## config.mk

```make
export PLATFORM = sky130hd
export DESIGN_NAME = pcam_ctrl
export DESIGN_NICKNAME = d
export VERILOG_FILES = /design/src/design/pcam_pkg.sv /design/src/design/pcam_ctrl.sv
export VERILOG_INCLUDE_DIRS = /design/src /design/src/design
export SDC_FILE = /design/constraint.sdc
export NUM_CORES = 1
export LEC_CHECK = 0
export ABC_AREA = 1
export ABC_CLOCK_PERIOD_IN_PS = 1000
export BUFFER_PORTS_ARGS = -buffer_cell sky130_fd_sc_hd__buf_2
export CELL_PAD_IN_SITES_DETAIL_PLACEMENT = 0
export CELL_PAD_IN_SITES_GLOBAL_PLACEMENT = 1
export CORE_AREA = 2 2 39 41
export DETAILED_ROUTE_END_ITERATION = 12
export DIE_AREA = 0 0 41 43
export GPL_TIMING_DRIVEN = 0
export PLACE_DENSITY_LB_ADDON = 0.1
export SYNTH_ARGS = -nofsm -noshare
export SYNTH_HDL_FRONTEND = slang
export SYNTH_SLANG_ARGS = --single-unit
export TNS_END_PERCENT = 10
```

## constraint.sdc

```tcl
create_clock -name clk -period 1 [get_ports clk]
set_clock_uncertainty 0.15 [all_clocks]
set_input_delay 0 -clock clk [delete_from_list [all_inputs] [get_ports clk]]
set_output_delay 0 -clock clk [all_outputs]
set_load 0.005 [all_outputs]
```

## src/design/pci_config_access_mechanism_unit_macros.svh

```systemverilog
// Assertion macros shared by the configuration access unit.
`ifndef PCI_CONFIG_ACCESS_MECHANISM_UNIT_MACROS_SVH
`define PCI_CONFIG_ACCESS_MECHANISM_UNIT_MACROS_SVH
`ifndef SYNTH
`define PCAM_ASSERT(label, expr) \
  label: assert property (@(posedge clk) disable iff (!rst_n) (expr)) \
    else $error("pcam assertion failed");
`define PCAM_ASSERT_IMP(label, ante, cons) \
  label: assert property (@(posedge clk) disable iff (!rst_n) (ante) |-> (cons)) \
    else $error("pcam implication failed");
`else
`define PCAM_ASSERT(label, expr)
`define PCAM_ASSERT_IMP(label, ante, cons)
`endif
`endif

```

## src/design/pcam_pkg.sv

```systemverilog
// Types and constants of the configuration access unit.
package pcam_pkg;

  localparam int NUM_SLOTS     = 4;
  localparam int CONFIG_BYTES  = 256;
  localparam int LANES         = 4;
  localparam int ROWS_PER_SLOT = CONFIG_BYTES / LANES;
  localparam int RAM_DEPTH     = NUM_SLOTS * ROWS_PER_SLOT;
  localparam int RAM_AW        = $clog2(RAM_DEPTH);
  localparam int ROW_W         = $clog2(ROWS_PER_SLOT);
  localparam int SLOT_W        = 2;
  localparam int CNT_W         = 3;
  localparam int ID_W          = 16;
  localparam int CFG_IDX_W     = 3;

  localparam logic [CNT_W-1:0] MAX_ACCESS = 3'd4;
  localparam int ENABLE_BIT = 31;

  localparam logic OP_READ  = 1'b0;
  localparam logic OP_WRITE = 1'b1;

  localparam logic [CFG_IDX_W-1:0] REG_SLOT_COUNT = 3'd0;
  localparam logic [CFG_IDX_W-1:0] REG_SLOT0_ID   = 3'd1;
  localparam logic [CFG_IDX_W-1:0] REG_SLOT1_ID   = 3'd2;
  localparam logic [CFG_IDX_W-1:0] REG_SLOT2_ID   = 3'd3;
  localparam logic [CFG_IDX_W-1:0] REG_SLOT3_ID   = 3'd4;

  typedef struct packed {
    logic        op;
    logic [2:0]  port_offset;
    logic [2:0]  access_size;
    logic [31:0] write_data;
  } in_item_t;

  typedef struct packed {
    logic [31:0] read_data;
    logic [3:0]  notify_mask;
    logic [1:0]  notify_slot;
    logic [7:0]  notify_offset;
    logic [31:0] notify_data;
  } out_item_t;

  typedef enum logic [1:0] {
    ST_CLEAR,
    ST_IDLE,
    ST_EXEC,
    ST_RESP
  } state_t;

  typedef struct packed {
    logic clear;
    logic capture;
    logic exec;
    logic resp;
  } cmd_t;

  typedef struct packed {
    logic clear_last;
  } sts_t;

endpackage

```

## src/design/pcam_ctrl.sv

```systemverilog
// Controller state machine of the configuration access unit.
module pcam_ctrl
  import pcam_pkg::*;
(
  input  logic clk,
  input  logic rst_n,
  input  logic start,
  input  sts_t sts,
  output logic busy,
  output cmd_t cmd
);

`include "pci_config_access_mechanism_unit_macros.svh"

  state_t state_r, state_nxt;

  always_ff @(posedge clk) begin
    if (!rst_n) begin
      state_r <= ST_CLEAR;
    end else begin
      state_r <= state_nxt;
    end
  end

  always_comb begin
    state_nxt = state_r;
    case (state_r)
      ST_CLEAR: if (sts.clear_last) state_nxt = ST_IDLE;
      ST_IDLE:  if (start) state_nxt = ST_EXEC;
      ST_EXEC:  state_nxt = ST_RESP;
      ST_RESP:  state_nxt = start ? ST_EXEC : ST_IDLE;
      default:  state_nxt = ST_CLEAR;
    endcase
  end

  // A new transfer may be taken in the cycle that shows the previous result.
  always_comb begin
    busy        = 1'b1;
    cmd.clear   = 1'b0;
    cmd.exec    = 1'b0;
    cmd.resp    = 1'b0;
    case (state_r)
      ST_CLEAR: cmd.clear = 1'b1;
      ST_IDLE:  busy = 1'b0;
      ST_EXEC:  cmd.exec = 1'b1;
      ST_RESP: begin
        busy     = 1'b0;
        cmd.resp = 1'b1;
      end
      default: cmd.clear = 1'b1;
    endcase
    cmd.capture = start && !busy;
  end

  `PCAM_ASSERT(a_resp_not_busy, !(busy && cmd.resp))
  `PCAM_ASSERT_IMP(a_exec_then_resp, cmd.exec, ##1 cmd.resp)
  `PCAM_ASSERT_IMP(a_capture_then_exec, cmd.capture, ##1 cmd.exec)

endmodule

```

==> reports/metrics.cfg <==
[setup_path]
startpoint_to_endpoint_class_of_the_critical_path=flop to primary output
cp_slowest_cell=dfxtp_4
arrival_ps=820
cp.buffers_inverters=3
critical_path.max_fanout=4
crit_path_cell_trace=inv_2 -> nand2_2 -> inv_1 -> buf_2
cpLargestDelayFamily=flip-flops
critical_path_required_ps=850
timing.critical_path.to_type=primary output
cp-start-kind=flop
crit_path_max_incr_delay_ps=360

[synth]
synth_net_count=18
synth_area_leader_cell=dfxtp_1
synthDistinctLibCells=7
netlist_top_cells_area=dfxtp_1, inv_1, a21boi_2
synth_top_area_share=0.416
synthFlopType=dfxtp_1
number_of_enable_flip_flop_cells_after_synthesis=0
yosys-top-cells-count=inv_1, nand2_1, dfxtp_1
synth-seq-cells=2
yosys_warnings=0
synthesis.instances=14
synth-seq-area-share=0.416
avgSynthCellArea_um2=6.88
async_sr_flop_fraction=0
synth.most_common_cell=inv_1
syn-cell-area_um2=96.3

[final_layout]
antennaDiodeCount=0
drive_gt1_frac=0.679
largest_registers=state_r x2
num-nets-final=34
final_design_area_no_fill_um2=216
max_flop_register=state_r
stdcell_count=44
area_delta_synth_final_pct=125
largest_register_ff_count=2

[sta]
final-hold-violation-count=2
setup_viol=0
fmax_ghz=1.04
hold-worst-slack_ps=-96.8
rsz0062_at_grt=yes
timing.final.crit_period_ps=966
final_worst_path_cycle_share=0.966
worst-slew-pin-transition_ps=103
relSlewSlack=0.931
final_max_tran_viols=0
final_ws_setup_ps=34.1

[clock_network]
numCtsBuffers=3
worst_skew_pair.late_latency_ps=220
htree_levels=1
cts.clk_slew.worst_paths_ps=30
clock_sink_count=2
ctsHoldBuffers=2
cts.path.max_buffers=2
tritoncts=done
cts-root-buf=clkbuf_4

[global_routing]
grt_pass1_vias=103
antenna_found_initial=0
grt_overflow_total=0
grt_pass1_wl_um=414
grt_usage=0.0430
grt_start_max_net_pins=5

[die]
top_level_ports=9
floorplan_row_count=14
floorplan.initialDensity=0.0696
core-area_um2=1380
vertical_die_dimension_um=43
die_x_um=41
design.die.area_um2=1760

[route]
drcViolationCount=0
wl_per_cell_um=6.39
totalWireLength_um=281
detail_route.iter0.violations=0
drt.antenna.violating_nets=0
drt_pre_antenna_iters=1
dr_total_vias=122
detail_route.vias_per_cell=2.77

[status]
failing_checks=negative hold slack
status=complete, but fails checks

[placement]
post-place-cells=38
placement.setup.worst_slack_ps=132
post_dp_cell_area_um2=156
global_placer_s_final_weighted_congestion=0.558
buffer_ports.inserted=8

[pwr]
p_leak_nw=0.129
max-vdd-ir-drop_v=0.000443
power.total_mw=0.325
power.density_nw_per_um2=1500

[hold_path]
worst_hold_path_type=primary input to flop

[job]
max_cap_viol_count=0

tightest hold or removal path, delay by kind of cell:
kind | cells | cell delay (ps)
AO/OA/AOI/OAI | 1 | 50
buffers and inverters | 1 | 100
AND/OR/NAND/NOR | 1 | 80
kinds of logic after synthesis:
logic type             synth area share
AOI/OAI and AO/OA                 0.169
buffers and inverters             0.195
DFF                               0.416
and+or+nand+nor                   0.221
cells in the final DEF (no fill, tap or decap):
cell / instances
buf_2: 8
inv_1: 4
clkbuf_4: 3
nand2_2: 2
nand2_1: 2
dlygate4sd3_1: 2
inv_2: 1
nor2_2: 1
a21oi_1: 1
a21boi_2: 1
buf_4: 1
dfxtp_4: 1
dfxtp_2: 1
repair_timing:
action,4_1_cts,5_1_grt
gates resized for setup,5,1
hold endpoints to repair,2,2
setup buffers,0,1
setup endpoints to repair,3,3
final timing paths:
kind | from | to | slack (ps) | cells past startpoint
min | start | state_r[1]$_SDFFE_PN0P_ | -100 | 3
min reg2reg | state_r[0]$_SDFFE_PN0P_ | state_r[1]$_SDFFE_PN0P_ | 370 | 2
max reg2reg | state_r[0]$_SDFFE_PN0P_ | state_r[1]$_SDFFE_PN0P_ | 110 | 4
max | state_r[0]$_SDFFE_PN0P_ | cmd[1] | 30 | 4
metrics by stage:
step	hold WS (ps)	utilization	setup TNS (ps)
floorplan	-41.7	-	0
global placement	97.7	0.113	0
detailed placement	90.2	0.113	0
CTS	-92.5	0.150	-3.81
global route	-81.8	0.156	-13.7
finish	-96.8	0.156	0
power by group:
group,switching [mW],internal (mW)
Combinational,0.0221,0.0305
Sequential,0.00799,0.0876
Clock,0.0442,0.132
cell type report:
cell class,count,area [um^2]
flip-flops and latches,2,45.0
multi-input cells,7,42.5
well taps,16,20.0
clock buffers,3,22.5
repair buffers,11,67.6
fillers,162,1170
inverters,5,18.8
metal layers:
metal / global-route usage / vias up / wire, um
met3: 0.0471 / 0 / 25
li1: - / 68 / -
met4: 0.0600 / 0 / 0
met2: 0.0344 / 7 / 122
met5: 0 / - / 0
met1: 0.0446 / 47 / 133
Note: power is estimated with default switching activity, not from simulation.
